## config.mk

```make
export PLATFORM = sky130hd
export DESIGN_NAME = multi_line_onewire_master
export DESIGN_NICKNAME = d
export VERILOG_FILES = /design/src/hdl/owm_pkg.sv /design/src/hdl/owm_cfg_regs.sv /design/src/hdl/owm_core.sv /design/src/hdl/multi_line_onewire_master.sv
export SDC_FILE = /design/constraint.sdc
export NUM_CORES = 1
export LEC_CHECK = 0
export BUFFER_PORTS_ARGS = -buffer_cell sky130_fd_sc_hd__buf_2
export CORE_MARGIN = 1
export CORE_UTILIZATION = 25
export CTS_CLUSTER_DIAMETER = 100
export CTS_CLUSTER_SIZE = 10
export DETAILED_ROUTE_END_ITERATION = 10
export HOLD_SLACK_MARGIN = 0.05
export PLACE_DENSITY = 0.36
export SLEW_MARGIN = 15
export SYNTH_ARGS = -nofsm -noshare
export SYNTH_HDL_FRONTEND = slang
export SYNTH_SLANG_ARGS = --single-unit
```

## constraint.sdc

```tcl
create_clock -name clk -period 12.2 [get_ports clk]
set_clock_uncertainty 0.1 [all_clocks]
set_input_delay 1.83 -clock clk [delete_from_list [all_inputs] [get_ports clk]]
set_output_delay 1.83 -clock clk [all_outputs]
set_load 0.005 [all_outputs]
```

## src/hdl/owm_pkg.sv

```systemverilog
// owm_pkg: shared types, phase codes, register indexes and timing helpers
// for the multi-line one-wire master; depends on nothing
package owm_pkg;

  // number of lines actually wired up, the field widths stay at sixteen
  localparam int unsigned LINE_COUNT = 16;
  localparam int unsigned READ_SAMPLE_DELAY = 13;
  localparam int unsigned LINES_USED = (LINE_COUNT >= 16) ? 16 : LINE_COUNT;
  localparam logic [15:0] LINE_AVAIL = 16'((33'd1 << LINES_USED) - 33'd1);
  localparam logic [9:0] RD_WAIT_TIME = 10'(READ_SAMPLE_DELAY);

  // longest run of zero-length phases one tick can pass through
  localparam int unsigned CHAIN_STEPS = 5;

  // command codes
  localparam logic [1:0] FUNC_TICK  = 2'd0;
  localparam logic [1:0] FUNC_RESET = 2'd1;
  localparam logic [1:0] FUNC_WRITE = 2'd2;
  localparam logic [1:0] FUNC_READ  = 2'd3;

  // configuration register indexes
  localparam logic [2:0] CFG_RECOVERY     = 3'd0;
  localparam logic [2:0] CFG_WRITE_SLOT   = 3'd1;
  localparam logic [2:0] CFG_READ_SLOT    = 3'd2;
  localparam logic [2:0] CFG_RESET_HIGH   = 3'd3;
  localparam logic [2:0] CFG_RESET_LOW    = 3'd4;
  localparam logic [2:0] CFG_PRES_SAMPLE  = 3'd5;
  localparam logic [2:0] CFG_PRES_CHECK   = 3'd6;
  localparam logic [2:0] CFG_RESET_TAIL   = 3'd7;

  // bus phases
  localparam logic [3:0] PH_IDLE       = 4'd0;
  localparam logic [3:0] PH_RST_HIGH   = 4'd1;
  localparam logic [3:0] PH_RST_LOW    = 4'd2;
  localparam logic [3:0] PH_RST_SAMPLE = 4'd3;
  localparam logic [3:0] PH_RST_CHECK  = 4'd4;
  localparam logic [3:0] PH_RST_TAIL   = 4'd5;
  localparam logic [3:0] PH_WR_LOW     = 4'd6;
  localparam logic [3:0] PH_WR_SLOT    = 4'd7;
  localparam logic [3:0] PH_RD_LOW     = 4'd8;
  localparam logic [3:0] PH_RD_WAIT    = 4'd9;
  localparam logic [3:0] PH_RD_SLOT    = 4'd10;

  typedef struct packed {
    logic [3:0] recovery_time;
    logic [7:0] write_slot_time;
    logic [7:0] read_slot_time;
    logic [9:0] reset_high_time;
    logic [9:0] reset_low_time;
    logic [7:0] presence_sample_time;
    logic [9:0] presence_check_time;
    logic [9:0] reset_tail_time;
  } cfg_t;

  typedef struct packed {
    logic [3:0]  phase;
    logic [9:0]  timer;
    logic [15:0] active;
    logic        send;
    logic [15:0] store;
  } seq_t;

  typedef struct packed {
    seq_t        seq;
    logic        done;
    logic [15:0] res;
  } adv_t;

  typedef struct packed {
    logic [15:0] drive_low;
    logic        busy;
    logic        done;
    logic [15:0] result;
  } res_t;

  function automatic logic [9:0] phase_dur(input logic [3:0] ph, input cfg_t c);
    case (ph)
      PH_RST_HIGH:   phase_dur = c.reset_high_time;
      PH_RST_LOW:    phase_dur = c.reset_low_time;
      PH_RST_SAMPLE: phase_dur = 10'(c.presence_sample_time);
      PH_RST_CHECK:  phase_dur = c.presence_check_time;
      PH_RST_TAIL:   phase_dur = c.reset_tail_time;
      PH_WR_LOW:     phase_dur = 10'(c.recovery_time);
      PH_WR_SLOT:    phase_dur = 10'(c.write_slot_time);
      PH_RD_LOW:     phase_dur = 10'(c.recovery_time);
      PH_RD_WAIT:    phase_dur = RD_WAIT_TIME;
      PH_RD_SLOT:    phase_dur = 10'(c.read_slot_time);
      default:       phase_dur = 10'd0;
    endcase
  endfunction

  // one phase change if the current phase has run out, else no change
  function automatic adv_t phase_adv(input seq_t s, input logic [15:0] sense,
                                     input cfg_t c);
    adv_t       a;
    logic [3:0] nxt;
    a      = '0;
    a.seq  = s;
    nxt    = s.phase;
    if (s.phase != PH_IDLE && s.timer == 10'd0) begin
      case (s.phase)
        PH_RST_HIGH: nxt = PH_RST_LOW;
        PH_RST_LOW:  nxt = PH_RST_SAMPLE;
        PH_RST_SAMPLE: begin
          a.seq.store = sense;
          nxt = PH_RST_CHECK;
        end
        PH_RST_CHECK: begin
          a.seq.store = s.active & ~s.store & sense;
          nxt = PH_RST_TAIL;
        end
        PH_RST_TAIL: begin
          a.done = 1'b1;
          a.res  = s.store;
          nxt    = PH_IDLE;
        end
        PH_WR_LOW: nxt = PH_WR_SLOT;
        PH_WR_SLOT: begin
          a.done = 1'b1;
          nxt    = PH_IDLE;
        end
        PH_RD_LOW: nxt = PH_RD_WAIT;
        PH_RD_WAIT: begin
          a.seq.store = sense & s.active;
          nxt = PH_RD_SLOT;
        end
        PH_RD_SLOT: begin
          a.done = 1'b1;
          a.res  = s.store;
          nxt    = PH_IDLE;
        end
        default: nxt = PH_IDLE;
      endcase
      a.seq.phase = nxt;
      a.seq.timer = phase_dur(nxt, c);
    end
    return a;
  endfunction

endpackage

```

## src/hdl/owm_cfg_regs.sv

```systemverilog
// owm_cfg_regs: timing register file written through the config port
// depends on owm_pkg
module owm_cfg_regs
  import owm_pkg::*;
(
  input  logic       clk,
  input  logic       rst_n,
  input  logic       cfg_we,
  input  logic [2:0] cfg_idx,
  input  logic [9:0] cfg_wdata,
  output cfg_t       cfg
);

  cfg_t cfg_r;
  cfg_t cfg_nxt;

  always_comb begin
    cfg_nxt = cfg_r;
    if (cfg_we) begin
      case (cfg_idx)
        CFG_RECOVERY:    cfg_nxt.recovery_time        = cfg_wdata[3:0];
        CFG_WRITE_SLOT:  cfg_nxt.write_slot_time      = cfg_wdata[7:0];
        CFG_READ_SLOT:   cfg_nxt.read_slot_time       = cfg_wdata[7:0];
        CFG_RESET_HIGH:  cfg_nxt.reset_high_time      = cfg_wdata;
        CFG_RESET_LOW:   cfg_nxt.reset_low_time       = cfg_wdata;
        CFG_PRES_SAMPLE: cfg_nxt.presence_sample_time = cfg_wdata[7:0];
        CFG_PRES_CHECK:  cfg_nxt.presence_check_time  = cfg_wdata;
        CFG_RESET_TAIL:  cfg_nxt.reset_tail_time      = cfg_wdata;
        default:         cfg_nxt = cfg_r;
      endcase
    end
  end

  always_ff @(posedge clk) begin
    if (!rst_n) begin
      cfg_r.recovery_time        <= 4'd2;
      cfg_r.write_slot_time      <= 8'd60;
      cfg_r.read_slot_time       <= 8'd45;
      cfg_r.reset_high_time      <= 10'd250;
      cfg_r.reset_low_time       <= 10'd550;
      cfg_r.presence_sample_time <= 8'd70;
      cfg_r.presence_check_time  <= 10'd300;
      cfg_r.reset_tail_time      <= 10'd250;
    end else begin
      cfg_r <= cfg_nxt;
    end
  end

  assign cfg = cfg_r;

endmodule

```

## src/hdl/owm_core.sv

```systemverilog
// owm_core: bus sequencer state and the per-tick phase logic
// depends on owm_pkg
module owm_core
  import owm_pkg::*;
(
  input  logic        clk,
  input  logic        rst_n,
  input  logic        step_en,
  input  logic [1:0]  func,
  input  logic [15:0] line_mask,
  input  logic        write_bit,
  input  logic [15:0] line_sense,
  input  cfg_t        cfg,
  output res_t        res
);

  seq_t seq_r;
  seq_t seq_nxt;
  seq_t seq_start;
  seq_t chain [CHAIN_STEPS+1];
  adv_t adv   [CHAIN_STEPS];
  logic        done_any;
  logic [15:0] res_any;
  logic        drive_on;
  seq_t        fin;

  always_comb begin
    // command start, only taken while idle
    seq_start = seq_r;
    if (seq_r.phase == PH_IDLE && func != FUNC_TICK) begin
      seq_start.active = line_mask & LINE_AVAIL;
      seq_start.send   = write_bit;
      case (func)
        FUNC_RESET: seq_start.phase = PH_RST_HIGH;
        FUNC_WRITE: seq_start.phase = PH_WR_LOW;
        default:    seq_start.phase = PH_RD_LOW;
      endcase
      seq_start.timer = phase_dur(seq_start.phase, cfg);
    end

    // pass through phases of zero remaining length
    chain[0] = seq_start;
    done_any = 1'b0;
    res_any  = '0;
    for (int i = 0; i < CHAIN_STEPS; i++) begin
      adv[i]     = phase_adv(chain[i], line_sense, cfg);
      chain[i+1] = adv[i].seq;
      done_any   = done_any | adv[i].done;
      res_any    = res_any | adv[i].res;
    end
    fin = chain[CHAIN_STEPS];

    drive_on = (fin.phase == PH_RST_LOW) || (fin.phase == PH_WR_LOW) ||
               (fin.phase == PH_RD_LOW) || (fin.phase == PH_WR_SLOT && !fin.send);

    res.drive_low = drive_on ? fin.active : 16'd0;
    res.busy      = (fin.phase != PH_IDLE);
    res.done      = done_any;
    res.result    = res_any;

    seq_nxt = fin;
    if (fin.phase != PH_IDLE) begin
      seq_nxt.timer = fin.timer - 10'd1;
    end
  end

  always_ff @(posedge clk) begin
    if (!rst_n) begin
      seq_r <= '0;
    end else if (step_en) begin
      seq_r <= seq_nxt;
    end
  end

endmodule

```

## src/hdl/multi_line_onewire_master.sv

```systemverilog
// multi_line_onewire_master: top level, input register, result register
// depends on owm_pkg, owm_cfg_regs and owm_core
//
//  channel | ports                                        | direction
//  --------+----------------------------------------------+----------
//  in      | in_valid in_stall in_func in_line_mask       | to block
//          | in_write_bit in_line_sense                   |
//  out     | out_valid out_stall out_drive_low            | from block
//          | out_busy_res out_done_res out_result         |
//  cfg     | cfg_we cfg_idx cfg_wdata                     | to block
//
// every input beat is one microsecond tick and yields exactly one output beat
// a beat is held in the input register, the sequencer step runs between
// that register and the result register, one beat/cycle while out_stall is low
// zero-length phases are all passed through inside that single step
// synchronous active-low reset clears both stages and puts the bus in idle
// out_stall holds the result register, and in_stall rises only while both stages
// are full and the result is stalled
module multi_line_onewire_master
  import owm_pkg::*;
(
  input  logic        clk,
  input  logic        rst_n,
  // input channel
  input  logic        in_valid,
  output logic        in_stall,
  input  logic [1:0]  in_func,
  input  logic [15:0] in_line_mask,
  input  logic        in_write_bit,
  input  logic [15:0] in_line_sense,
  // result channel
  output logic        out_valid,
  input  logic        out_stall,
  output logic [15:0] out_drive_low,
  output logic        out_busy_res,
  output logic        out_done_res,
  output logic [15:0] out_result,
  // configuration port
  input  logic        cfg_we,
  input  logic [2:0]  cfg_idx,
  input  logic [9:0]  cfg_wdata
);

  // input register
  logic        in_vld_r;
  logic        in_vld_nxt;
  logic [1:0]  func_r;
  logic [15:0] mask_r;
  logic        wbit_r;
  logic [15:0] sense_r;

  // result register
  logic        out_vld_r;
  logic        out_vld_nxt;
  res_t        res_r;

  cfg_t        cfg;
  res_t        step_res;
  logic        in_take;
  logic        step_go;

  owm_cfg_regs u_cfg (
    .clk       (clk),
    .rst_n     (rst_n),
    .cfg_we    (cfg_we),
    .cfg_idx   (cfg_idx),
    .cfg_wdata (cfg_wdata),
    .cfg       (cfg)
  );

  // sequencer advances exactly once per beat moving into the result register
  owm_core u_core (
    .clk        (clk),
    .rst_n      (rst_n),
    .step_en    (step_go),
    .func       (func_r),
    .line_mask  (mask_r),
    .write_bit  (wbit_r),
    .line_sense (sense_r),
    .cfg        (cfg),
    .res        (step_res)
  );

  // handshake control
  assign step_go  = in_vld_r && (!out_vld_r || !out_stall);
  assign in_stall = in_vld_r && !step_go;
  assign in_take  = in_valid && !in_stall;

  always_comb begin
    in_vld_nxt = in_vld_r;
    if (in_take) begin
      in_vld_nxt = 1'b1;
    end else if (step_go) begin
      in_vld_nxt = 1'b0;
    end

    out_vld_nxt = out_vld_r;
    if (step_go) begin
      out_vld_nxt = 1'b1;
    end else if (!out_stall) begin
      out_vld_nxt = 1'b0;
    end
  end

  always_ff @(posedge clk) begin
    if (!rst_n) begin
      in_vld_r  <= 1'b0;
      out_vld_r <= 1'b0;
    end else begin
      in_vld_r  <= in_vld_nxt;
      out_vld_r <= out_vld_nxt;
    end
  end

  // payload registers, no reset needed
  always_ff @(posedge clk) begin
    if (in_take) begin
      func_r  <= in_func;
      mask_r  <= in_line_mask;
      wbit_r  <= in_write_bit;
      sense_r <= in_line_sense;
    end
    if (step_go) begin
      res_r <= step_res;
    end
  end

  assign out_valid     = out_vld_r;
  assign out_drive_low = res_r.drive_low;
  assign out_busy_res  = res_r.busy;
  assign out_done_res  = res_r.done;
  assign out_result    = res_r.result;

  // back-pressure only comes from a held result beat
  a_stall_source: assert property (@(posedge clk) disable iff (!rst_n)
    in_stall |-> (out_valid && out_stall))
    else $error("input stalled without a held result beat");

  // a finished command leaves the bus idle
  a_done_idle: assert property (@(posedge clk) disable iff (!rst_n)
    (out_valid && out_done_res) |-> !out_busy_res)
    else $error("done reported while still busy");

  // result only carries data on the done beat
  a_result_done: assert property (@(posedge clk) disable iff (!rst_n)
    (out_valid && !out_done_res) |-> (out_result == 16'd0))
    else $error("result nonzero without done");

  // lines are never pulled low while idle
  a_idle_release: assert property (@(posedge clk) disable iff (!rst_n)
    (out_valid && !out_busy_res) |-> (out_drive_low == 16'd0))
    else $error("lines driven low while idle");

endmodule
```

==> metrics.txt, run 1 <==
# TYPE chip_impl_metric gauge
chip_impl_metric{name="dieWidth",unit="um"} 220
chip_impl_metric{name="power_density",unit="mW/mm2"} 153
chip_impl_metric{name="m1WireLength",unit="mm"} 25.2
chip_impl_metric{name="design.portCount",unit=""} 89
chip_impl_info{name="layout_commonest_cell",value="sky130_fd_sc_hd__nand2_1"} 1
chip_impl_metric{name="postCtsResizedCells",unit=""} 0
chip_impl_info{name="r2r_end",value="u_core.seq_r[34]$_SDFFE_PN0P_"} 1
chip_impl_metric{name="clock.fmax",unit="MHz"} 125
chip_impl_info{name="critPathKind",value="reg -> reg"} 1
chip_impl_metric{name="cap_violations",unit=""} 0
chip_impl_metric{name="instances_no_fill",unit=""} 2152
chip_impl_metric{name="post_synth_num_cell_types",unit=""} 97
chip_impl_metric{name="layout-drive-gt1-share",unit="%"} 12.4
chip_impl_metric{name="routed-wl-met2",unit="mm"} 23.7
chip_impl_metric{name="first_global_vias",unit=""} 11217
chip_impl_info{name="hold_path.class",value="reg -> reg"} 1
chip_impl_metric{name="worstPathMaxFanout",unit=""} 28
chip_impl_metric{name="number_of_flops_mapped_to_enable_cells_by_yosys",unit=""} 69
chip_impl_metric{name="synth_compound_area_share",unit="%"} 28.8
chip_impl_metric{name="port_buffers",unit=""} 88
chip_impl_info{name="setup_repair_after_global_routing_missed_its_margin",value="no"} 1
chip_impl_metric{name="r2r_setup_slack",unit="ns"} 4.22
chip_impl_metric{name="first_pass_iters",unit=""} 9
chip_impl_info{name="run_status",value="complete, but fails checks"} 1
chip_impl_metric{name="pre_cts_ws",unit="ns"} 4.05
chip_impl_metric{name="post_synth_inst_count",unit=""} 1501
chip_impl_info{name="failed_checks",value="design-rule violations"} 1
chip_impl_metric{name="required",unit="ns"} 12.53
chip_impl_metric{name="finish.instance_area",unit="mm2"} 0.0135
chip_impl_info{name="critical_path.endpoint_type",value="flip-flop"} 1
chip_impl_metric{name="nNetsFinal",unit=""} 1590
chip_impl_info{name="layout.cells.most_common_list",value="sky130_fd_sc_hd__nand2_1 (340), sky130_fd_sc_hd__dfxtp_1 (117), sky130_fd_sc_hd__a21oi_1 (112)"} 1
chip_impl_info{name="top_layer_used",value="met4"} 1
chip_impl_metric{name="post_cts_hold_fix_bufs",unit=""} 0
chip_impl_metric{name="synth_area_per_cell",unit="um2"} 7.92
chip_impl_metric{name="global_route_usage_over_all_layers",unit="%"} 22.5
chip_impl_info{name="worstReg2RegStart",value="func_r[0]$_DFFE_PP_"} 1
chip_impl_metric{name="post-route-worst-setup-slack",unit="ns"} 4.22
chip_impl_metric{name="finalSetupTns",unit="ns"} 0
chip_impl_metric{name="number_of_antenna_violations_at_the_first_check_in_global_routing",unit=""} 1
chip_impl_metric{name="viasPerCell",unit=""} 5.62
chip_impl_metric{name="worst_setup_hold_path_clk_slew",unit="ns"} 0.07
chip_impl_metric{name="leakage",unit="nW"} 5.00
chip_impl_metric{name="rows",unit=""} 79
chip_impl_metric{name="timing.final.setup_violations",unit=""} 0
chip_impl_metric{name="worst_ir_drop_vdd",unit="mV"} 0.0791
chip_impl_info{name="cp-start-kind",value="flip-flop"} 1
chip_impl_metric{name="detail_route_antenna_nets",unit=""} 0
chip_impl_metric{name="clock-sinks",unit=""} 186
chip_impl_metric{name="drc",unit=""} 5
chip_impl_metric{name="grt_start_max_net_pins",unit=""} 75
chip_impl_metric{name="seq_area_frac_synth",unit="%"} 37.1
chip_impl_metric{name="routed_wirelength",unit="mm"} 53.4
chip_impl_metric{name="dpl.cell_count",unit=""} 2120
chip_impl_metric{name="synth_adder_area_share",unit="%"} 0.526
chip_impl_metric{name="synth_xor_xnor_area_share",unit="%"} 0.0737
chip_impl_metric{name="synth_simple_gate_area_share",unit="%"} 25.1
chip_impl_metric{name="initial_core_util",unit="%"} 25.4
chip_impl_metric{name="cts.repair_timing.setup_buffer_count",unit=""} 0
chip_impl_metric{name="drtIter0Drc",unit=""} 1339
chip_impl_info{name="critical_path.startpoint",value="func_r[0]$_DFFE_PP_"} 1
chip_impl_metric{name="route.vias.total",unit=""} 12098
chip_impl_metric{name="fp.dieH",unit="um"} 220
chip_impl_metric{name="wl_per_cell",unit="um"} 24.8
chip_impl_metric{name="clk_path_buf_depth",unit=""} 2
chip_impl_metric{name="routabilityCongestion",unit=""} 0.948
chip_impl_metric{name="synth.cell_area",unit="mm2"} 0.0119
chip_impl_metric{name="dp_hpwl",unit="mm"} 38.6
chip_impl_metric{name="final-max-slew-violation-count",unit=""} 0
chip_impl_metric{name="synth-seq-cells",unit=""} 186
chip_impl_metric{name="relative_slew_margins",unit="%"} 24.3
chip_impl_metric{name="met3WireLength",unit="mm"} 3.15
chip_impl_metric{name="max_slew.worst_pin.slew",unit="ns"} 1.13
chip_impl_metric{name="mappedNetlistNets",unit=""} 1559
chip_impl_metric{name="core_region_area",unit="mm2"} 0.0468
chip_impl_info{name="dominantRegCellSynth",value="sky130_fd_sc_hd__dfxtp_1"} 1
chip_impl_metric{name="num_antenna_cells",unit=""} 0
chip_impl_metric{name="worst_ep_arrival_time",unit="ns"} 8.31
chip_impl_info{name="main_combinational_cell_family_by_area_after_synthesis",value="compound AO/OA/AOI/OAI gates"} 1
chip_impl_metric{name="synthesis.yosys.warnings",unit=""} 0
chip_impl_metric{name="cts_made_buffers",unit=""} 17
chip_impl_metric{name="timing.final.hold_violations",unit=""} 0
chip_impl_metric{name="global_route.overflow_total",unit=""} 0
chip_impl_metric{name="grt_pass1_wl",unit="mm"} 78.5
chip_impl_metric{name="ff2ff_path_depth",unit=""} 18
chip_impl_metric{name="cts_htree_levels",unit=""} 4
chip_impl_metric{name="min_period_over_period",unit="%"} 65.4
chip_impl_metric{name="die_area",unit="mm2"} 0.0484
chip_impl_info{name="cts_tree",value="yes"} 1
chip_impl_metric{name="synth_async_sr_flop_share",unit="%"} 0
chip_impl_metric{name="synthToLayoutAreaGrowth",unit="%"} 13.5
chip_impl_metric{name="synth.mux.area_fraction",unit="%"} 3.49
chip_impl_info{name="clockRootBuffer",value="sky130_fd_sc_hd__clkbuf_16"} 1
chip_impl_info{name="critPathCapture",value="u_core.seq_r[34]$_SDFFE_PN0P_"} 1
chip_impl_metric{name="finalWorstPathRequiredPeriod",unit="ns"} 7.98
chip_impl_metric{name="worst_skew_pair.late_latency",unit="ns"} 0.50
chip_impl_metric{name="detailed_place.area",unit="mm2"} 0.0129
[state kept, by name (all words and copies together) (netlist names)]
signal	flops
out_done_res	1
u_core.chain	16
mask_r	16
out_busy_res	1
sense_r	16
out_valid	1
u_core.seq_r	31
out_drive_low	16
out_result	16
u_cfg.cfg	68
wbit_r	1
in_vld_r	1
func_r	2
[kinds of logic after synthesis]
kind of cell,Yosys count
xor+xnor,1
simple gates,644
flops,186
fa+ha+maj,5
mux,40
compound gates,493
buf+inv,132
[stage by stage]
step / total power [mW] / hold WS [ns] / util, %
after floorplan: 1.21 / 0.332 / -
after global placement: 1.48 / 0.354 / 27.5
after detailed placement: 1.47 / 0.359 / 27.5
after CTS: 2.07 / 0.378 / 28.8
after global routing: 2.17 / 0.399 / 28.8
final: 2.06 / 0.376 / 28.8
[metal layers]
metal | GRT usage [%] | up-vias
met5 | 0 | -
met4 | 7.08 | 0
met3 | 3.81 | 66
met2 | 33.6 | 453
met1 | 32.4 | 6000
li1 | - | 5579
[Yosys cell counts, types with 11 or more instances]
| master | n | area [um2] |
|---|---|---|
| sky130_fd_sc_hd__a211oi_1 | 11 | 82.6 |
| sky130_fd_sc_hd__a21boi_0 | 38 | 285 |
| sky130_fd_sc_hd__a21oi_1 | 113 | 566 |
| sky130_fd_sc_hd__a221oi_1 | 12 | 105 |
| sky130_fd_sc_hd__a22o_1 | 18 | 158 |
| sky130_fd_sc_hd__a22oi_1 | 25 | 188 |
| sky130_fd_sc_hd__and3_1 | 16 | 100 |
| sky130_fd_sc_hd__clkbuf_1 | 73 | 274 |
| sky130_fd_sc_hd__dfxtp_1 | 117 | 2340 |
| sky130_fd_sc_hd__edfxtp_1 | 69 | 2070 |
| sky130_fd_sc_hd__inv_1 | 31 | 116 |
| sky130_fd_sc_hd__mux2i_1 | 35 | 350 |
| sky130_fd_sc_hd__nand2_1 | 341 | 1280 |
| sky130_fd_sc_hd__nand3_1 | 66 | 330 |
| sky130_fd_sc_hd__nand4_1 | 11 | 68.8 |
| sky130_fd_sc_hd__nor2_1 | 80 | 300 |
| sky130_fd_sc_hd__nor2b_1 | 38 | 238 |
| sky130_fd_sc_hd__nor3_1 | 27 | 135 |
| sky130_fd_sc_hd__o211a_1 | 18 | 180 |
| sky130_fd_sc_hd__o211ai_1 | 18 | 135 |
| sky130_fd_sc_hd__o21ai_0 | 98 | 490 |
| sky130_fd_sc_hd__o31ai_1 | 32 | 240 |
| sky130_fd_sc_hd__or3_1 | 12 | 75.1 |
[worst max-delay path, cell delays in order, from the launching register on]
cell and delay [ns]:
sky130_fd_sc_hd__edfxtp_1 0.40, sky130_fd_sc_hd__inv_1 0.08, sky130_fd_sc_hd__ha_1 0.29, sky130_fd_sc_hd__nor3_2 0.79
sky130_fd_sc_hd__nand2_2 0.66, sky130_fd_sc_hd__nand3_1 0.37, sky130_fd_sc_hd__a22o_1 0.63, sky130_fd_sc_hd__nor3_1 0.20
sky130_fd_sc_hd__nor2_2 0.85, sky130_fd_sc_hd__o2111ai_1 0.26, sky130_fd_sc_hd__nor4_1 0.38, sky130_fd_sc_hd__a21oi_1 0.23
sky130_fd_sc_hd__or2_2 0.46, sky130_fd_sc_hd__and2_1 0.29, sky130_fd_sc_hd__a221oi_1 0.62, sky130_fd_sc_hd__a32oi_1 0.31
sky130_fd_sc_hd__a21o_1 0.47, sky130_fd_sc_hd__mux2_4 0.39, sky130_fd_sc_hd__o21ai_2 0.10
[power breakdown]
part / total, mW / switching [mW] / internal, mW
Combinational: 0.754 / 0.526 / 0.228
Clock: 0.595 / 0.283 / 0.312
Sequential: 0.714 / 0.0346 / 0.680
[worst min-delay path by stage]
stage                               startpoint                    endpoint  depth (start not counted)
CTS                 u_cfg.cfg[42]$_SDFFE_PN1P_  u_cfg.cfg[42]$_SDFFE_PN1P_                          2
floorplan           u_cfg.cfg[29]$_SDFFE_PN1P_  u_cfg.cfg[29]$_SDFFE_PN1P_                          2
global route        u_cfg.cfg[31]$_SDFFE_PN0P_  u_cfg.cfg[31]$_SDFFE_PN0P_                          2
detailed placement  u_cfg.cfg[42]$_SDFFE_PN1P_  u_cfg.cfg[42]$_SDFFE_PN1P_                          2
global placement    u_cfg.cfg[42]$_SDFFE_PN1P_  u_cfg.cfg[42]$_SDFFE_PN1P_                          2
finish              u_cfg.cfg[44]$_SDFFE_PN1P_  u_cfg.cfg[44]$_SDFFE_PN1P_                          2
[final cells by class]
class	instances	area, um2
Fill cell	5103	33300
Inverter	32	120
Clock inverter	13	161
Tap cell	607	759
Clock buffer	19	443
Multi-Input combinational cell	1183	6960
Timing Repair Buffer	112	623
Sequential cell	186	4410
No activity file was read; power rests on OpenSTA's default activity.
==> run 2: changes to the inputs <==
--- a/config.mk
+++ b/config.mk
@@ -5,6 +5,7 @@
 export SDC_FILE = /design/constraint.sdc
 export NUM_CORES = 1
 export LEC_CHECK = 0
+export ABC_AREA = 1
 export BUFFER_PORTS_ARGS = -buffer_cell sky130_fd_sc_hd__buf_2
 export CORE_MARGIN = 1
 export CORE_UTILIZATION = 25
==> constraint.sdc (replaced) <==
create_clock -name clk -period 7.95 [get_ports clk]
set_clock_uncertainty 0.1 [all_clocks]
set_input_delay 1.1925 -clock clk [delete_from_list [all_inputs] [get_ports clk]]
set_output_delay 1.1925 -clock clk [all_outputs]
set_load 0.005 [all_outputs]
==> metrics.txt, run 2 <==
# TYPE chip_impl_metric gauge
chip_impl_info{name="run_status",value="completed"} 1
chip_impl_metric{name="layout.area.seq",unit="mm2"} 0.00441
chip_impl_metric{name="finalWorstPathRequiredPeriod",unit="ns"} 7.19
chip_impl_metric{name="worst_ep_arrival_time",unit="ns"} 7.49
chip_impl_metric{name="nNetsFinal",unit=""} 1938
chip_impl_metric{name="power_density",unit="mW/mm2"} 249
chip_impl_metric{name="layout-drive-gt1-share",unit="%"} 12.9
chip_impl_metric{name="p_clk_share",unit="%"} 27.3
chip_impl_metric{name="finalSetupTns",unit="ns"} 0
chip_impl_metric{name="mappedNetlistNets",unit=""} 1881
chip_impl_metric{name="fillers",unit=""} 5364
chip_impl_metric{name="port_buffers",unit=""} 88
chip_impl_metric{name="detail_route_antenna_nets",unit=""} 0
chip_impl_metric{name="worst_ir_drop_vdd",unit="mV"} 0.151
chip_impl_metric{name="multi_input_area",unit="mm2"} 0.00664
chip_impl_metric{name="synth_compound_area_share",unit="%"} 16.0
chip_impl_metric{name="largest_incremental_delay_on_the_critical_path",unit="ns"} 0.48
chip_impl_metric{name="clock.fmax",unit="MHz"} 139
chip_impl_metric{name="cap_violations",unit=""} 0
chip_impl_metric{name="worst_skew_pair.late_latency",unit="ns"} 0.51
chip_impl_metric{name="internal_power_consumption",unit="mW"} 1.89
chip_impl_metric{name="dpl.cell_count",unit=""} 2476
chip_impl_info{name="critical_path.endpoint_type",value="flip-flop"} 1
chip_impl_metric{name="post_synth_inst_count",unit=""} 1823
chip_impl_metric{name="design.portCount",unit=""} 89
chip_impl_metric{name="min_period_over_period",unit="%"} 90.5
chip_impl_metric{name="yosys.area.top_type_share",unit="%"} 19.2
chip_impl_metric{name="synthToLayoutAreaGrowth",unit="%"} 13.7
chip_impl_metric{name="route.vias.total",unit=""} 12505
chip_impl_metric{name="grt_pass1_wl",unit="mm"} 78.3
chip_impl_info{name="cp-start-kind",value="flip-flop"} 1
chip_impl_metric{name="grt_start_max_net_pins",unit=""} 64
chip_impl_metric{name="synth_adder_area_share",unit="%"} 0.514
chip_impl_metric{name="timing.final.hold_violations",unit=""} 0
chip_impl_metric{name="instances_no_fill",unit=""} 2508
chip_impl_metric{name="synthesis.yosys.warnings",unit=""} 0
chip_impl_info{name="layout_commonest_cell",value="sky130_fd_sc_hd__nand2_1"} 1
chip_impl_metric{name="post_synth_num_cell_types",unit=""} 50
chip_impl_metric{name="wl_per_cell",unit="um"} 20.9
chip_impl_info{name="dominantRegCellSynth",value="sky130_fd_sc_hd__dfxtp_1"} 1
chip_impl_info{name="ys_top_cells_by_area",value="sky130_fd_sc_hd__dfxtp_1 (19%), sky130_fd_sc_hd__edfxtp_1 (17%), sky130_fd_sc_hd__nand2_1 (14%), sky130_fd_sc_hd__nand3_1 (7.9%), sky130_fd_sc_hd__nor2_1 (7.6%)"} 1
chip_impl_metric{name="seq_area_frac_synth",unit="%"} 36.3
chip_impl_metric{name="synth.cell_area",unit="mm2"} 0.0122
chip_impl_info{name="yosys-top-cells-count",value="sky130_fd_sc_hd__nand2_1 (438), sky130_fd_sc_hd__nor2_1 (247), sky130_fd_sc_hd__inv_1 (199)"} 1
chip_impl_metric{name="clock-sinks",unit=""} 186
chip_impl_info{name="clockRootBuffer",value="sky130_fd_sc_hd__clkbuf_16"} 1
chip_impl_metric{name="power.combinational.fraction",unit="%"} 40.8
chip_impl_info{name="main_combinational_cell_family_by_area_after_synthesis",value="simple AND/OR/NAND/NOR gates"} 1
chip_impl_info{name="cts_tree",value="yes"} 1
chip_impl_info{name="crit_top_cell",value="sky130_fd_sc_hd__nand2_1"} 1
chip_impl_metric{name="synth_simple_gate_area_share",unit="%"} 36.6
chip_impl_metric{name="worst_setup_hold_path_clk_slew",unit="ns"} 0.08
chip_impl_info{name="top_layer_used",value="met4"} 1
chip_impl_metric{name="rows",unit=""} 80
chip_impl_metric{name="global_route.overflow_total",unit=""} 0
chip_impl_info{name="yosys.cell_count.top_type",value="sky130_fd_sc_hd__nand2_1"} 1
chip_impl_metric{name="synth_area_per_cell",unit="um2"} 6.68
chip_impl_info{name="worst_path_max_delay_cell",value="sky130_fd_sc_hd__nor2_4"} 1
chip_impl_info{name="setup_repair_after_global_routing_missed_its_margin",value="no"} 1
chip_impl_metric{name="die_area",unit="mm2"} 0.0496
chip_impl_metric{name="routed_wirelength",unit="mm"} 52.4
chip_impl_metric{name="timing.final.setup_violations",unit=""} 0
chip_impl_metric{name="worstPathMaxFanout",unit=""} 28
chip_impl_metric{name="drtIter0Drc",unit=""} 1137
chip_impl_metric{name="cts_htree_levels",unit=""} 4
chip_impl_metric{name="number_of_antenna_violations_at_the_first_check_in_global_routing",unit=""} 0
chip_impl_metric{name="fp.dieH",unit="um"} 223
chip_impl_metric{name="synth_async_sr_flop_share",unit="%"} 0
chip_impl_metric{name="num_antenna_cells",unit=""} 0
chip_impl_metric{name="postCtsResizedCells",unit=""} 0
chip_impl_metric{name="number_of_flops_mapped_to_enable_cells_by_yosys",unit=""} 69
chip_impl_metric{name="leakage",unit="nW"} 6.31
chip_impl_metric{name="final-max-slew-violation-count",unit=""} 0
chip_impl_metric{name="viasPerCell",unit=""} 4.99
chip_impl_metric{name="relative_slew_margins",unit="%"} 33.6
chip_impl_metric{name="synth.mux.area_fraction",unit="%"} 0.740
chip_impl_metric{name="first_global_vias",unit=""} 11689
chip_impl_metric{name="initial_core_util",unit="%"} 25.4
chip_impl_metric{name="drc",unit=""} 0
chip_impl_metric{name="largest_reg_flops",unit=""} 68
chip_impl_metric{name="routed-wl-met2",unit="mm"} 21.5
chip_impl_metric{name="pwr-share-seq",unit="%"} 31.8
chip_impl_metric{name="synth-seq-cells",unit=""} 186
chip_impl_metric{name="cts.repair_timing.setup_buffer_count",unit=""} 0
chip_impl_info{name="synth_largest_area_cell",value="sky130_fd_sc_hd__dfxtp_1"} 1
chip_impl_metric{name="dp_hpwl",unit="mm"} 40.9
chip_impl_metric{name="dieWidth",unit="um"} 223
chip_impl_metric{name="max_slew.worst_pin.slew",unit="ns"} 0.986
chip_impl_metric{name="cts_made_buffers",unit=""} 17
chip_impl_info{name="hold_path.class",value="reg -> reg"} 1
chip_impl_metric{name="switching_share",unit="%"} 45.1
chip_impl_metric{name="net-switching-power",unit="mW"} 1.56
chip_impl_metric{name="post_cts_hold_fix_bufs",unit=""} 0
chip_impl_metric{name="first_pass_iters",unit=""} 5
chip_impl_metric{name="m1WireLength",unit="mm"} 26.4
chip_impl_metric{name="routabilityCongestion",unit=""} 0.904
chip_impl_metric{name="global_route_usage_over_all_layers",unit="%"} 21.5
chip_impl_metric{name="core_region_area",unit="mm2"} 0.0478
chip_impl_metric{name="synth_xor_xnor_area_share",unit="%"} 0.432
chip_impl_info{name="layout.cells.most_common_list",value="sky130_fd_sc_hd__nand2_1 (438), sky130_fd_sc_hd__nor2_1 (245), sky130_fd_sc_hd__inv_1 (199)"} 1
chip_impl_metric{name="clk_path_buf_depth",unit=""} 2
chip_impl_info{name="critPathKind",value="reg -> reg"} 1
chip_impl_metric{name="met3WireLength",unit="mm"} 3.52
chip_impl_metric{name="required",unit="ns"} 8.25
[run 2: worst max-delay path, delay by kind of cell, from the launching register on]
kind	cells	cell delay (ns)
DFF	1	0.39
buffers and inverters	4	0.69
adders and majority gates	1	0.23
AOI/OAI and AO/OA	2	0.48
and+or+nand+nor	35	5.14
[run 2: area by class of cell]
type,count,share of cell area (%)
Clock buffer,18,3.10
Multi-Input combinational cell,1347,47.9
Clock inverter,14,1.31
Inverter,222,6.04
Sequential cell,186,31.9
Timing Repair Buffer,106,4.16
Tap cell,615,5.56
[run 2: kinds of logic after synthesis]
kind of cell    count (synthesis)
compound gates                331
xor+xnor                        6
fa+ha+maj                       5
buf+inv                       290
flops                         186
mux                             9
simple gates                  996
[run 2: power groups by stage]
stage	clock (mW)	combinational [mW]	sequential [mW]
finish	0.943	1.41	1.10
global route	1.00	1.56	1.10
global placement	0	1.41	1.12
detailed placement	0	1.40	1.12
floorplan	0	0.968	1.10
CTS	0.970	1.40	1.10
[run 2: layer usage]
layer / up-vias / track usage [%]
met4: 0 / 6.16
met5: - / 0
met2: 396 / 30.3
li1: 6137 / -
met3: 46 / 5.22
met1: 5926 / 31.9
[run 2: metrics by stage]
step	power, mW	utilization [%]	instance area, um2	setup slack (ns)	hold slack (ns)
floorplan	2.06	-	12200	2.98	0.324
global placement	2.53	27.6	13200	0.629	0.348
detailed placement	2.52	27.6	13200	0.506	0.346
CTS	3.47	28.9	13800	0.473	0.367
global route	3.66	28.9	13800	0.0567	0.405
finish	3.45	28.9	13800	0.759	0.364
[run 2: worst paths after layout]
kind	from	to	slack, ns	cells past startpoint
min	u_cfg.cfg[39]$_SDFFE_PN1P_	u_cfg.cfg[39]$_SDFFE_PN1P_	0.36	2
max reg2reg	func_r[0]$_DFFE_PP_	u_core.seq_r[35]$_SDFFE_PN0P_	0.76	42
min reg2reg	u_cfg.cfg[39]$_SDFFE_PN1P_	u_cfg.cfg[39]$_SDFFE_PN1P_	0.36	2
max	func_r[0]$_DFFE_PP_	u_core.seq_r[35]$_SDFFE_PN0P_	0.76	42
==> run 3: changes to the inputs <==
--- a/config.mk
+++ b/config.mk
@@ -8,12 +8,12 @@
 export ABC_AREA = 1
 export BUFFER_PORTS_ARGS = -buffer_cell sky130_fd_sc_hd__buf_2
 export CORE_MARGIN = 1
-export CORE_UTILIZATION = 25
+export CORE_UTILIZATION = 30
 export CTS_CLUSTER_DIAMETER = 100
 export CTS_CLUSTER_SIZE = 10
 export DETAILED_ROUTE_END_ITERATION = 10
 export HOLD_SLACK_MARGIN = 0.05
-export PLACE_DENSITY = 0.36
+export PLACE_DENSITY = 0.41
 export SLEW_MARGIN = 15
 export SYNTH_ARGS = -nofsm -noshare
 export SYNTH_HDL_FRONTEND = slang
==> metrics.txt, run 3 (synthesis gave the netlist of run 2 again) <==
# TYPE chip_impl_metric gauge
chip_impl_metric{name="global_route.overflow_total",unit=""} 0
chip_impl_metric{name="grt_pass1_wl",unit="mm"} 74.2
chip_impl_metric{name="nNetsFinal",unit=""} 1932
chip_impl_metric{name="viasPerCell",unit=""} 5.19
chip_impl_metric{name="pre_cts_ws",unit="ns"} 0.763
chip_impl_metric{name="die_area",unit="mm2"} 0.0414
chip_impl_info{name="worstReg2RegStart",value="func_r[0]$_DFFE_PP_"} 1
chip_impl_metric{name="worstPathMaxFanout",unit=""} 34
chip_impl_metric{name="layout-drive-gt1-share",unit="%"} 12.7
chip_impl_metric{name="num_antenna_cells",unit=""} 0
chip_impl_metric{name="worst_setup_hold_path_clk_slew",unit="ns"} 0.08
chip_impl_metric{name="required",unit="ns"} 8.26
chip_impl_metric{name="clock-sinks",unit=""} 186
chip_impl_metric{name="clk_path_buf_depth",unit=""} 2
chip_impl_metric{name="cap_violations",unit=""} 0
chip_impl_metric{name="drtIter0Drc",unit=""} 1144
chip_impl_metric{name="drc",unit=""} 0
chip_impl_metric{name="initial_core_util",unit="%"} 30.5
chip_impl_metric{name="dieWidth",unit="um"} 203
chip_impl_info{name="clockRootBuffer",value="sky130_fd_sc_hd__clkbuf_16"} 1
chip_impl_metric{name="post-route-worst-setup-slack",unit="ns"} 0.692
chip_impl_metric{name="finish.instance_area",unit="mm2"} 0.0137
chip_impl_metric{name="rows",unit=""} 73
chip_impl_metric{name="finalPower",unit="mW"} 3.37
chip_impl_metric{name="ff2ff_path_depth",unit=""} 40
chip_impl_metric{name="grt_start_max_net_pins",unit=""} 75
chip_impl_metric{name="timing.final.setup_violations",unit=""} 0
chip_impl_metric{name="detailed_place.area",unit="mm2"} 0.0131
chip_impl_metric{name="core_region_area",unit="mm2"} 0.0399
chip_impl_metric{name="max_slew.worst_pin.slew",unit="ns"} 1.14
chip_impl_metric{name="internal_power_consumption",unit="mW"} 1.83
chip_impl_metric{name="power.combinational.fraction",unit="%"} 40.6
chip_impl_metric{name="largest_incremental_delay_on_the_critical_path",unit="ns"} 0.53
chip_impl_info{name="min-delay-start",value="u_cfg.cfg[41]$_SDFFE_PN1P_"} 1
chip_impl_metric{name="r2r_setup_slack",unit="ns"} 0.69
chip_impl_metric{name="leakage",unit="nW"} 6.27
chip_impl_metric{name="wl_per_cell",unit="um"} 20.5
chip_impl_metric{name="p_clk_share",unit="%"} 26.8
chip_impl_metric{name="first_global_vias",unit=""} 11462
chip_impl_metric{name="worst_ir_drop_vdd",unit="mV"} 0.228
chip_impl_info{name="holdPathEnd",value="u_cfg.cfg[41]$_SDFFE_PN1P_"} 1
chip_impl_metric{name="cts_made_buffers",unit=""} 17
chip_impl_info{name="layout_commonest_cell",value="sky130_fd_sc_hd__nand2_1"} 1
chip_impl_metric{name="clock.fmax",unit="MHz"} 138
chip_impl_metric{name="routabilityCongestion",unit=""} 0.906
chip_impl_metric{name="largest_reg_flops",unit=""} 68
chip_impl_info{name="r2r_end",value="u_core.seq_r[34]$_SDFFE_PN0P_"} 1
chip_impl_metric{name="cts_htree_levels",unit=""} 4
chip_impl_metric{name="fp.dieH",unit="um"} 203
chip_impl_info{name="cts_tree",value="yes"} 1
chip_impl_metric{name="timing.final.hold_violations",unit=""} 0
chip_impl_metric{name="power_density",unit="mW/mm2"} 247
chip_impl_info{name="run_status",value="completed"} 1
chip_impl_metric{name="final-max-slew-violation-count",unit=""} 0
chip_impl_info{name="crit_top_cell",value="sky130_fd_sc_hd__nand2_1"} 1
chip_impl_metric{name="min_delay_path_depth",unit=""} 2
chip_impl_metric{name="pwr-share-seq",unit="%"} 32.6
chip_impl_metric{name="relative_slew_margins",unit="%"} 23.9
chip_impl_metric{name="route.vias.total",unit=""} 12513
chip_impl_info{name="setup_repair_after_global_routing_missed_its_margin",value="no"} 1
chip_impl_metric{name="cts.repair_timing.setup_buffer_count",unit=""} 0
chip_impl_metric{name="global_route_usage_over_all_layers",unit="%"} 24.1
chip_impl_metric{name="switching_share",unit="%"} 45.6
chip_impl_metric{name="post_cts_hold_fix_bufs",unit=""} 0
chip_impl_metric{name="net-switching-power",unit="mW"} 1.54
chip_impl_metric{name="design.portCount",unit=""} 89
chip_impl_metric{name="port_buffers",unit=""} 88
chip_impl_metric{name="routed_wirelength",unit="mm"} 49.5
chip_impl_metric{name="worst_ep_arrival_time",unit="ns"} 7.56
chip_impl_metric{name="worst_skew_pair.late_latency",unit="ns"} 0.47
chip_impl_metric{name="min_period_over_period",unit="%"} 91.3
chip_impl_info{name="hold_path.class",value="reg -> reg"} 1
chip_impl_metric{name="dp_hpwl",unit="mm"} 38.6
chip_impl_metric{name="postCtsResizedCells",unit=""} 0
chip_impl_metric{name="first_pass_iters",unit=""} 5
chip_impl_metric{name="number_of_antenna_violations_at_the_first_check_in_global_routing",unit=""} 0
chip_impl_info{name="cp-start-kind",value="flip-flop"} 1
chip_impl_info{name="critical_path.endpoint_type",value="flip-flop"} 1
chip_impl_metric{name="detail_route_antenna_nets",unit=""} 0
chip_impl_info{name="critPathKind",value="reg -> reg"} 1
chip_impl_info{name="worst_path_max_delay_cell",value="sky130_fd_sc_hd__a21oi_1"} 1
chip_impl_info{name="layout.cells.most_common_list",value="sky130_fd_sc_hd__nand2_1 (438), sky130_fd_sc_hd__nor2_1 (246), sky130_fd_sc_hd__inv_1 (199)"} 1
chip_impl_metric{name="fillers",unit=""} 4436
chip_impl_metric{name="finalWorstPathRequiredPeriod",unit="ns"} 7.26
chip_impl_metric{name="finalSetupTns",unit="ns"} 0
chip_impl_metric{name="synthToLayoutAreaGrowth",unit="%"} 12.3
==> run 3: power by group through the flow <==
stage	Clock (mW)	Combinational [mW]	Sequential (mW)
floorplan	0	0.968	1.10
global placement	0	1.36	1.12
detailed placement	0	1.35	1.12
CTS	0.920	1.36	1.10
global route	0.955	1.52	1.10
finish	0.903	1.37	1.10
==> run 3: layer usage <==
layer  GRT usage [%]  vias to the layer above  part of all wire, %  wire length, um
met5               0                        -                    0                0
met4            5.21                        0                  1.4              686
met3            4.15                       34                  6.0             2960
met2            33.3                      396                   41            20100
met1            38.0                     5933                   52            25800
li1                -                     6150                    -                -
==> run 3: worst max-delay path by stage <==
stage	from	end	slack (ns)	depth (start not counted)
after CTS	func_r[0]$_DFFE_PP_	u_core.seq_r[33]$_SDFFE_PN0P_	0.76	41
after floorplan	func_r[0]$_DFFE_PP_	u_core.seq_r[36]$_SDFFE_PN0P_	2.98	42
after global routing	func_r[0]$_DFFE_PP_	u_core.seq_r[35]$_SDFFE_PN0P_	0.07	40
final	func_r[0]$_DFFE_PP_	u_core.seq_r[34]$_SDFFE_PN0P_	0.69	40
after global placement	func_r[0]$_DFFE_PP_	u_core.seq_r[33]$_SDFFE_PN0P_	0.80	41
after detailed placement	func_r[0]$_DFFE_PP_	u_core.seq_r[33]$_SDFFE_PN0P_	0.76	41
==> run 3: through the flow <==
step	hold WS, ns	std cells	utilization (%)
6_report	0.367	2412	34.2
5_1_grt	0.387	2412	34.2
4_1_cts	0.370	2412	34.2
3_5_place_dp	0.351	2380	32.7
3_3_place_gp	0.344	2380	32.7
2_1_floorplan	0.324	1823	-
==> run 3: final cells by class <==
| class | instances | area (um2) | share of cell area (%) |
|---|---|---|---|
| Tap cell | 525 | 657 | 4.81 |
| Inverter | 222 | 836 | 6.11 |
| Sequential cell | 186 | 4410 | 32.3 |
| Clock inverter | 15 | 183 | 1.34 |
| Timing Repair Buffer | 100 | 531 | 3.88 |
| Clock buffer | 17 | 425 | 3.11 |
| Multi-Input combinational cell | 1347 | 6630 | 48.5 |
==> run 3: worst max-delay path: cells and delay by family, from the launching register on <==
kind	cells	cell delay [ns]
AO/OA/AOI/OAI	2	0.68
AND/OR/NAND/NOR	33	5.17
adder cells (fa/ha/maj)	1	0.23
buffers and inverters	4	0.63
flip-flops	1	0.38
